<file path="src/cpm_pkg.sv">
// cpm_pkg: shared types and constants of the chunk pattern matcher
// no dependencies; used by the interfaces, the lanes, the merge stage and the top level
package cpm_pkg;

    localparam int TEXT_W = 64;
    localparam int ROW_W  = 32;
    localparam int MASK_W = 8;
    localparam int LEN_W  = 5;
    localparam int DATA_W = 64;
    localparam int IDX_W  = 2;
    localparam int WORD_BYTES = 8;

    typedef logic [7:0] cpm_byte_t;

    typedef enum logic [IDX_W-1:0] {
        CFG_PATTERN_LENGTH = 2'd0,
        CFG_PATTERN_LOW    = 2'd1,
        CFG_PATTERN_HIGH   = 2'd2
    } cpm_cfg_index_t;

    typedef struct packed {
        logic [ROW_W-1:0] row;
        logic             eop;
    } cpm_pass_t;

    typedef struct packed {
        logic [MASK_W-1:0] mask;
        logic [ROW_W-1:0]  row;
        logic              eop;
    } cpm_entry_t;

endpackage

</file>
<file path="src/cpm_chunk_if.sv">
// cpm_chunk_if: valid/ready channel carrying one text chunk
// depends on cpm_pkg
interface cpm_chunk_if;
    logic                         valid;
    logic                         ready;
    logic [cpm_pkg::TEXT_W-1:0]   text_bytes;
    logic [cpm_pkg::ROW_W-1:0]    row_number;
    logic                         end_of_packet;

    modport source (output valid, output text_bytes, output row_number,
                    output end_of_packet, input ready);
    modport sink   (input valid, input text_bytes, input row_number,
                    input end_of_packet, output ready);
endinterface

</file>
<file path="src/cpm_result_if.sv">
// cpm_result_if: valid/ready channel carrying one match result
// depends on cpm_pkg
interface cpm_result_if;
    logic                         valid;
    logic                         ready;
    logic [cpm_pkg::MASK_W-1:0]   match_mask;
    logic [cpm_pkg::ROW_W-1:0]    row_out;
    logic                         packet_end_out;

    modport source (output valid, output match_mask, output row_out,
                    output packet_end_out, input ready);
    modport sink   (input valid, input match_mask, input row_out,
                    input packet_end_out, output ready);
endinterface

</file>
<file path="src/cpm_lane.sv">
// cpm_lane: compares the pattern against the chunk at one fixed start offset
// depends on cpm_pkg
module cpm_lane #(
    parameter int LANE        = 0,
    parameter int CHUNK_BYTES = 8,
    parameter int MAX_PATTERN = 16
) (
    input  logic [cpm_pkg::TEXT_W-1:0] text_bytes,
    input  cpm_pkg::cpm_byte_t         pattern [MAX_PATTERN],
    input  logic [cpm_pkg::LEN_W-1:0]  length,
    output logic                       hit
);

    always_comb
    begin
        int          k;
        logic [2:0]  k3;
        logic        all_eq;
        logic        fits;
        all_eq = 1'b1;
        for (int j = 0; j < MAX_PATTERN; j++)
        begin
            k  = LANE + j;
            k3 = k[2:0];
            if (cpm_pkg::LEN_W'(j) < length)
            begin
                if (k >= CHUNK_BYTES)
                    all_eq = 1'b0;
                else if (text_bytes[{k3, 3'b000} +: 8] != pattern[j])
                    all_eq = 1'b0;
            end
        end
        fits = ({1'b0, length} + 6'(LANE)) <= 6'(CHUNK_BYTES);
        hit  = (length != '0) && fits && all_eq;
    end

endmodule

</file>
<file path="src/cpm_merge.sv">
// cpm_merge: packs the lane hits into the match mask and holds results in an
// output register with a skid entry; depends on cpm_pkg and cpm_result_if
module cpm_merge #(
    parameter int CHUNK_BYTES = 8
) (
    input  logic                   clk,
    input  logic                   rst_n,
    input  logic [CHUNK_BYTES-1:0] hits,
    input  cpm_pkg::cpm_pass_t     pass,
    input  logic                   take,
    output logic                   room,
    cpm_result_if.source           result
);

    cpm_pkg::cpm_entry_t incoming;
    cpm_pkg::cpm_entry_t out_reg, out_next;
    cpm_pkg::cpm_entry_t skid_reg, skid_next;
    logic                out_valid_reg, out_valid_next;
    logic                skid_valid_reg, skid_valid_next;

    always_comb
    begin
        incoming.mask = '0;
        incoming.mask[CHUNK_BYTES-1:0] = hits;
        incoming.row  = pass.row;
        incoming.eop  = pass.eop;
    end

    always_comb
    begin
        out_next        = out_reg;
        skid_next       = skid_reg;
        out_valid_next  = out_valid_reg;
        skid_valid_next = skid_valid_reg;
        if (!out_valid_reg || result.ready)
        begin
            if (skid_valid_reg)
            begin
                out_next        = skid_reg;
                out_valid_next  = 1'b1;
                skid_valid_next = 1'b0;
            end
            else
            begin
                out_next       = incoming;
                out_valid_next = take;
            end
        end
        else if (take)
        begin
            skid_next       = incoming;
            skid_valid_next = 1'b1;
        end
    end

    always_ff @(posedge clk or negedge rst_n)
    begin
        if (!rst_n)
        begin
            out_valid_reg  <= 1'b0;
            skid_valid_reg <= 1'b0;
        end
        else
        begin
            out_valid_reg  <= out_valid_next;
            skid_valid_reg <= skid_valid_next;
        end
    end

    always_ff @(posedge clk)
    begin
        out_reg  <= out_next;
        skid_reg <= skid_next;
    end

    assign room                  = !skid_valid_reg;
    assign result.valid          = out_valid_reg;
    assign result.match_mask     = out_reg.mask;
    assign result.row_out        = out_reg.row;
    assign result.packet_end_out = out_reg.eop;

endmodule

</file>
<file path="src/chunk_pattern_match.sv">
// chunk_pattern_match: top level of the multi-offset chunk pattern matcher
// depends on cpm_pkg, cpm_chunk_if, cpm_result_if, cpm_lane and cpm_merge
//
// usage
//   chunk:  valid/ready sink; one transfer carries eight text bytes, a row
//           index and an end-of-packet mark
//   result: valid/ready source; one transfer per chunk, in order, with a bit
//           per start offset where the whole pattern fits and matches
//   write port: write_enable, write_index (0 length, 1 bytes 0-7,
//           2 bytes 8-15), write_data; lengths above MAX_PATTERN saturate
//   throughput: one chunk per cycle while result is not held; all CHUNK_BYTES
//           offset lanes compare in parallel in the cycle of the transfer, so
//           the rate is set by the single registered merge stage
//   reset: empties the output register and the skid entry, length goes to 1,
//           pattern to zero
//   stall: a held result keeps the output register; one more chunk is taken
//           into a skid entry, then chunk.ready drops until result drains
module chunk_pattern_match #(
    parameter int CHUNK_BYTES = 8,
    parameter int MAX_PATTERN = 16
) (
    input  logic                          clk,
    input  logic                          rst_n,
    input  logic                          write_enable,
    input  logic [cpm_pkg::IDX_W-1:0]     write_index,
    input  logic [cpm_pkg::DATA_W-1:0]    write_data,
    cpm_chunk_if.sink                     chunk,
    cpm_result_if.source                  result
);

    logic [cpm_pkg::LEN_W-1:0]  pattern_length_reg;
    logic [cpm_pkg::DATA_W-1:0] pattern_low_reg;
    logic [cpm_pkg::DATA_W-1:0] pattern_high_reg;
    cpm_pkg::cpm_byte_t         pattern [MAX_PATTERN];
    logic [CHUNK_BYTES-1:0]     hits;
    cpm_pkg::cpm_pass_t         pass;
    logic                       room;
    logic                       take;
    logic [cpm_pkg::LEN_W-1:0]  len_sat;

    assign len_sat = (write_data[cpm_pkg::LEN_W-1:0] > cpm_pkg::LEN_W'(MAX_PATTERN))
                   ? cpm_pkg::LEN_W'(MAX_PATTERN) : write_data[cpm_pkg::LEN_W-1:0];

    always_ff @(posedge clk or negedge rst_n)
    begin
        if (!rst_n)
        begin
            pattern_length_reg <= cpm_pkg::LEN_W'(1);
            pattern_low_reg    <= '0;
            pattern_high_reg   <= '0;
        end
        else if (write_enable)
        begin
            unique case (cpm_pkg::cpm_cfg_index_t'(write_index))
                cpm_pkg::CFG_PATTERN_LENGTH: pattern_length_reg <= len_sat;
                cpm_pkg::CFG_PATTERN_LOW:    pattern_low_reg    <= write_data;
                cpm_pkg::CFG_PATTERN_HIGH:   pattern_high_reg   <= write_data;
                default: ;
            endcase
        end
    end

    always_comb
    begin
        logic [2:0] b;
        for (int j = 0; j < MAX_PATTERN; j++)
        begin
            b = 3'(j);
            if (j < cpm_pkg::WORD_BYTES)
                pattern[j] = pattern_low_reg[{b, 3'b000} +: 8];
            else
                pattern[j] = pattern_high_reg[{b, 3'b000} +: 8];
        end
    end

    for (genvar i = 0; i < CHUNK_BYTES; i++)
    begin : g_lane
        cpm_lane #(
            .LANE        (i),
            .CHUNK_BYTES (CHUNK_BYTES),
            .MAX_PATTERN (MAX_PATTERN)
        ) u_lane (
            .text_bytes (chunk.text_bytes),
            .pattern    (pattern),
            .length     (pattern_length_reg),
            .hit        (hits[i])
        );
    end

    assign pass.row    = chunk.row_number;
    assign pass.eop    = chunk.end_of_packet;
    assign chunk.ready = room;
    assign take        = chunk.valid && room;

    cpm_merge #(
        .CHUNK_BYTES (CHUNK_BYTES)
    ) u_merge (
        .clk    (clk),
        .rst_n  (rst_n),
        .hits   (hits),
        .pass   (pass),
        .take   (take),
        .room   (room),
        .result (result)
    );

endmodule

</file>
<file path="src/flat_wrapper.sv">
// flat-port wrapper written by rule: the top's interface ports become plain ports
module chunk_pattern_match_flat 
#(
    parameter int CHUNK_BYTES = 8,
    parameter int MAX_PATTERN = 16
)
  (clk, rst_n, write_enable, write_index, write_data, chunk_valid, chunk_text_bytes, chunk_row_number, chunk_end_of_packet, chunk_ready, result_valid, result_match_mask, result_row_out, result_packet_end_out, result_ready);
  cpm_chunk_if chunk_i ();
  cpm_result_if result_i ();
  input  logic clk;
  input  logic rst_n;
  input  logic write_enable;
  input  logic [cpm_pkg::IDX_W-1:0] write_index;
  input  logic [cpm_pkg::DATA_W-1:0] write_data;
  input wire logic [$bits(chunk_i.valid)-1:0] chunk_valid;
  input wire logic [$bits(chunk_i.text_bytes)-1:0] chunk_text_bytes;
  input wire logic [$bits(chunk_i.row_number)-1:0] chunk_row_number;
  input wire logic [$bits(chunk_i.end_of_packet)-1:0] chunk_end_of_packet;
  output wire logic [$bits(chunk_i.ready)-1:0] chunk_ready;
  output wire logic [$bits(result_i.valid)-1:0] result_valid;
  output wire logic [$bits(result_i.match_mask)-1:0] result_match_mask;
  output wire logic [$bits(result_i.row_out)-1:0] result_row_out;
  output wire logic [$bits(result_i.packet_end_out)-1:0] result_packet_end_out;
  input wire logic [$bits(result_i.ready)-1:0] result_ready;
  assign chunk_i.valid = chunk_valid;
  assign chunk_i.text_bytes = chunk_text_bytes;
  assign chunk_i.row_number = chunk_row_number;
  assign chunk_i.end_of_packet = chunk_end_of_packet;
  assign chunk_ready = chunk_i.ready;
  assign result_valid = result_i.valid;
  assign result_match_mask = result_i.match_mask;
  assign result_row_out = result_i.row_out;
  assign result_packet_end_out = result_i.packet_end_out;
  assign result_i.ready = result_ready;
  chunk_pattern_match #(.CHUNK_BYTES(CHUNK_BYTES), .MAX_PATTERN(MAX_PATTERN)) u_core (.clk(clk), .rst_n(rst_n), .write_enable(write_enable), .write_index(write_index), .write_data(write_data), .chunk(chunk_i), .result(result_i));
endmodule
</file>
<file path="config.mk">
export PLATFORM = sky130hd
export DESIGN_NAME = chunk_pattern_match_flat
export DESIGN_NICKNAME = d
export VERILOG_FILES = /design/src/cpm_pkg.sv /design/src/cpm_chunk_if.sv /design/src/cpm_result_if.sv /design/src/cpm_lane.sv /design/src/cpm_merge.sv /design/src/chunk_pattern_match.sv /design/src/flat_wrapper.sv
export SDC_FILE = /design/constraint.sdc
export NUM_CORES = 1
export LEC_CHECK = 0
export ABC_AREA = 0
export BUFFER_PORTS_ARGS = -buffer_cell sky130_fd_sc_hd__buf_4
export CORE_AREA = 10 10 211 213
export CTS_CLUSTER_DIAMETER = 150
export DETAILED_ROUTE_END_ITERATION = 7
export DIE_AREA = 0 0 221 223
export GPL_ROUTABILITY_DRIVEN = 0
export PLACE_DENSITY = 0.48
export SYNTH_ARGS = -nofsm -noshare
export SYNTH_HDL_FRONTEND = slang
export SYNTH_HIERARCHICAL = 1
export SYNTH_SLANG_ARGS = --single-unit
</file>
<file path="constraint.sdc">
create_clock -name clk -period 6.7 [get_ports clk]
set_input_delay 0.335 -clock clk [delete_from_list [all_inputs] [get_ports clk]]
set_output_delay 0.335 -clock clk [all_outputs]
set_load 0.1 [all_outputs]
</file>
==> reports/metrics.csv <==
stage,metric,value,unit
critical_path,path_buf_inv,0,
timing,finClkSkew,0.0240,ns
critical_path,worstSetupPathType,reg -> reg,
finish,syn2layout_area_growth,28.0,%
clocking,cts_buffers,17,
timing,tightest_slew,1.17,ns
critical_path,crit_top_cell,nand4_1,
finish,drive_gt1_share,38.7,%
critical_path,cp-start-kind,flip-flop,
yosys,syn_area,0.00975,mm²
pwr,leakage,0.00489,µW
timing,tns,0,ns
floorplanning,ios,211,
clocking,cts_sinks,153,
clocking,postCtsHoldBufs,0,
floorplanning,placementRows,74,
global_routing,grt_overflow_total,0,
critical_path,crit_family,flip-flops,
place,dp_hpwl,25900,µm
timing,slew_violations,0,
timing,fin_crit,2.68,ns
finish,design_area,0.0125,mm²
status,status,completed,
place,placed_area,0.0119,mm²
clocking,cts_setup_buffers,0,
critical_path,rr_worst_depth,6,
global_routing,grt_pass1_vias,7196,
critical_path,worstPathArrival,2.97,ns
critical_path,crit_slowest_cell,dfrtp_1,
clocking,clk-insertion-delay-late,0.44,ns
yosys,synth_area_per_cell,13.1,µm²
critical_path,slowest_delay,0.78,ns
finish,antennaDiodeCount,0,
route,firstDrtPassIters,5,
floorplanning,die_h,223,µm
floorplanning,fp.dieW,221,µm
finish,nets,1138,
clocking,cts_tree,yes,
timing,fmax,373,MHz
global_routing,grt_pass1_wl,51600,µm
min_path,hold_class,in -> async,
route,wl,35100,µm
floorplanning,dieArea,0.0493,mm²
route,drt_iter0_drc,405,
pwr,p_per_area,282,mW/mm²
place,io_buffers,210,
critical_path,path_max_fanout,29,
route,via_per_inst,4.52,
yosys,syn_inst,746,
critical_path,r2r_slack,4.02,ns
timing,fin_crit_sh,40.0,%
job,drv_cap,0,
route,num_vias,6838,
clocking,ctsResizeCount,0,
timing,rsz0062_at_grt,no,
yosys,synth_warnings,6,
pwr,ir_worst_vdd,0.178,mV
pwr,finalPower,3520,µW
global_routing,grt.total_usage,14.0,%
critical_path,endpoint_kind,flip-flop,
floorplanning,initial_core_util,24.2,%
timing,relSlewSlack,21.8,%
critical_path,path_cells,"nor3_1, nand4_1, o41ai_1, nand4_1, a2111oi_2, mux2_4",
floorplanning,coreArea,0.0404,mm²
route,avgRoutedWirePerCell,23.2,µm
critical_path,crit_required,7.00,ns
route,ant_nets,0,
clocking,cts-root-buf,clkbuf_16,
clocking,h-tree-depth,4,
timing,setup_viol,0,
clocking,clockBufferDepth,2,
timing,hold_viol_final,0,
critical_path,rr_endpoint,u_core/u_merge/result.match_mask[0],
global_routing,antenna_found_initial,0,
yosys,synth.net_count,917,
route,drcViolationCount,0,
finish,largest_reg_flops,64,
critical_path,reg2reg_from,u_core/pattern_length_reg[2],
global_routing,grt_max_degree,72,
clocking,path_clk_slew,0.08,ns
## metrics by stage
stage / setup slack, ns / hold slack [ns] / cells / utilization, %
after floorplan: 2.25 / 0.0394 / 746 / -
after global placement: 3.92 / 0.523 / 1480 / 29.4
after detailed placement: 3.90 / 0.521 / 1480 / 29.4
after CTS: 4.05 / 0.0591 / 1512 / 30.9
after global routing: 3.83 / 0.0601 / 1512 / 30.9
final: 4.02 / 0.0543 / 1512 / 30.9
## per-layer routing
metal	part of all wire, %	routed length [µm]	global-route usage, %
met3	4.9	1730	2.98
met1	48	16900	19.4
met5	0	0	0
met2	46	16100	21.9
met4	0.90	315	2.61
## how the worst max path moves through the flow
stage,from,end,slack [ns],cells past startpoint
finish,u_core/pattern_length_reg[2],u_core/u_merge/result.match_mask[0],4.02,6
global route,u_core/pattern_length_reg[2],u_core/u_merge/result.match_mask[0],3.83,6
CTS,u_core/pattern_length_reg[2],u_core/u_merge/result.match_mask[0],4.05,6
detailed placement,result_ready,u_core/u_merge/skid_reg[1],3.90,3
global placement,result_ready,u_core/u_merge/skid_reg[1],3.92,3
floorplan,u_core/u_merge/result.valid,u_core/u_merge/skid_reg[0],2.25,2
## report_power, final
| part | internal, µW | switching [µW] |
|---|---|---|
| clock | 513 | 496 |
| sequential | 1130 | 262 |
| combinational | 525 | 595 |
| total | 2160 | 1350 |
## placed cells by master (no fill, tap or decap), types with 10 or more instances in the layout
cell type and count:
o21ai_0 12, edfxtp_1 82, nand2_1 10, nor4_1 19, clkbuf_16 17, dfrtp_1 69, nand4_1 52, nor2_1 12
xnor2_1 202, mux2_4 98, buf_4 214, mux2_2 12, xor2_1 88
## area by class of cell
type,count,area [µm²]
Inverter,5,18.8
Fill cell,4149,27900
Multi-Input combinational cell,576,5340
Timing Repair Buffer,214,1610
Sequential cell,153,4240
Clock inverter,15,189
Tap cell,532,666
Clock buffer,17,425
(Power assumes the default switching activity.)
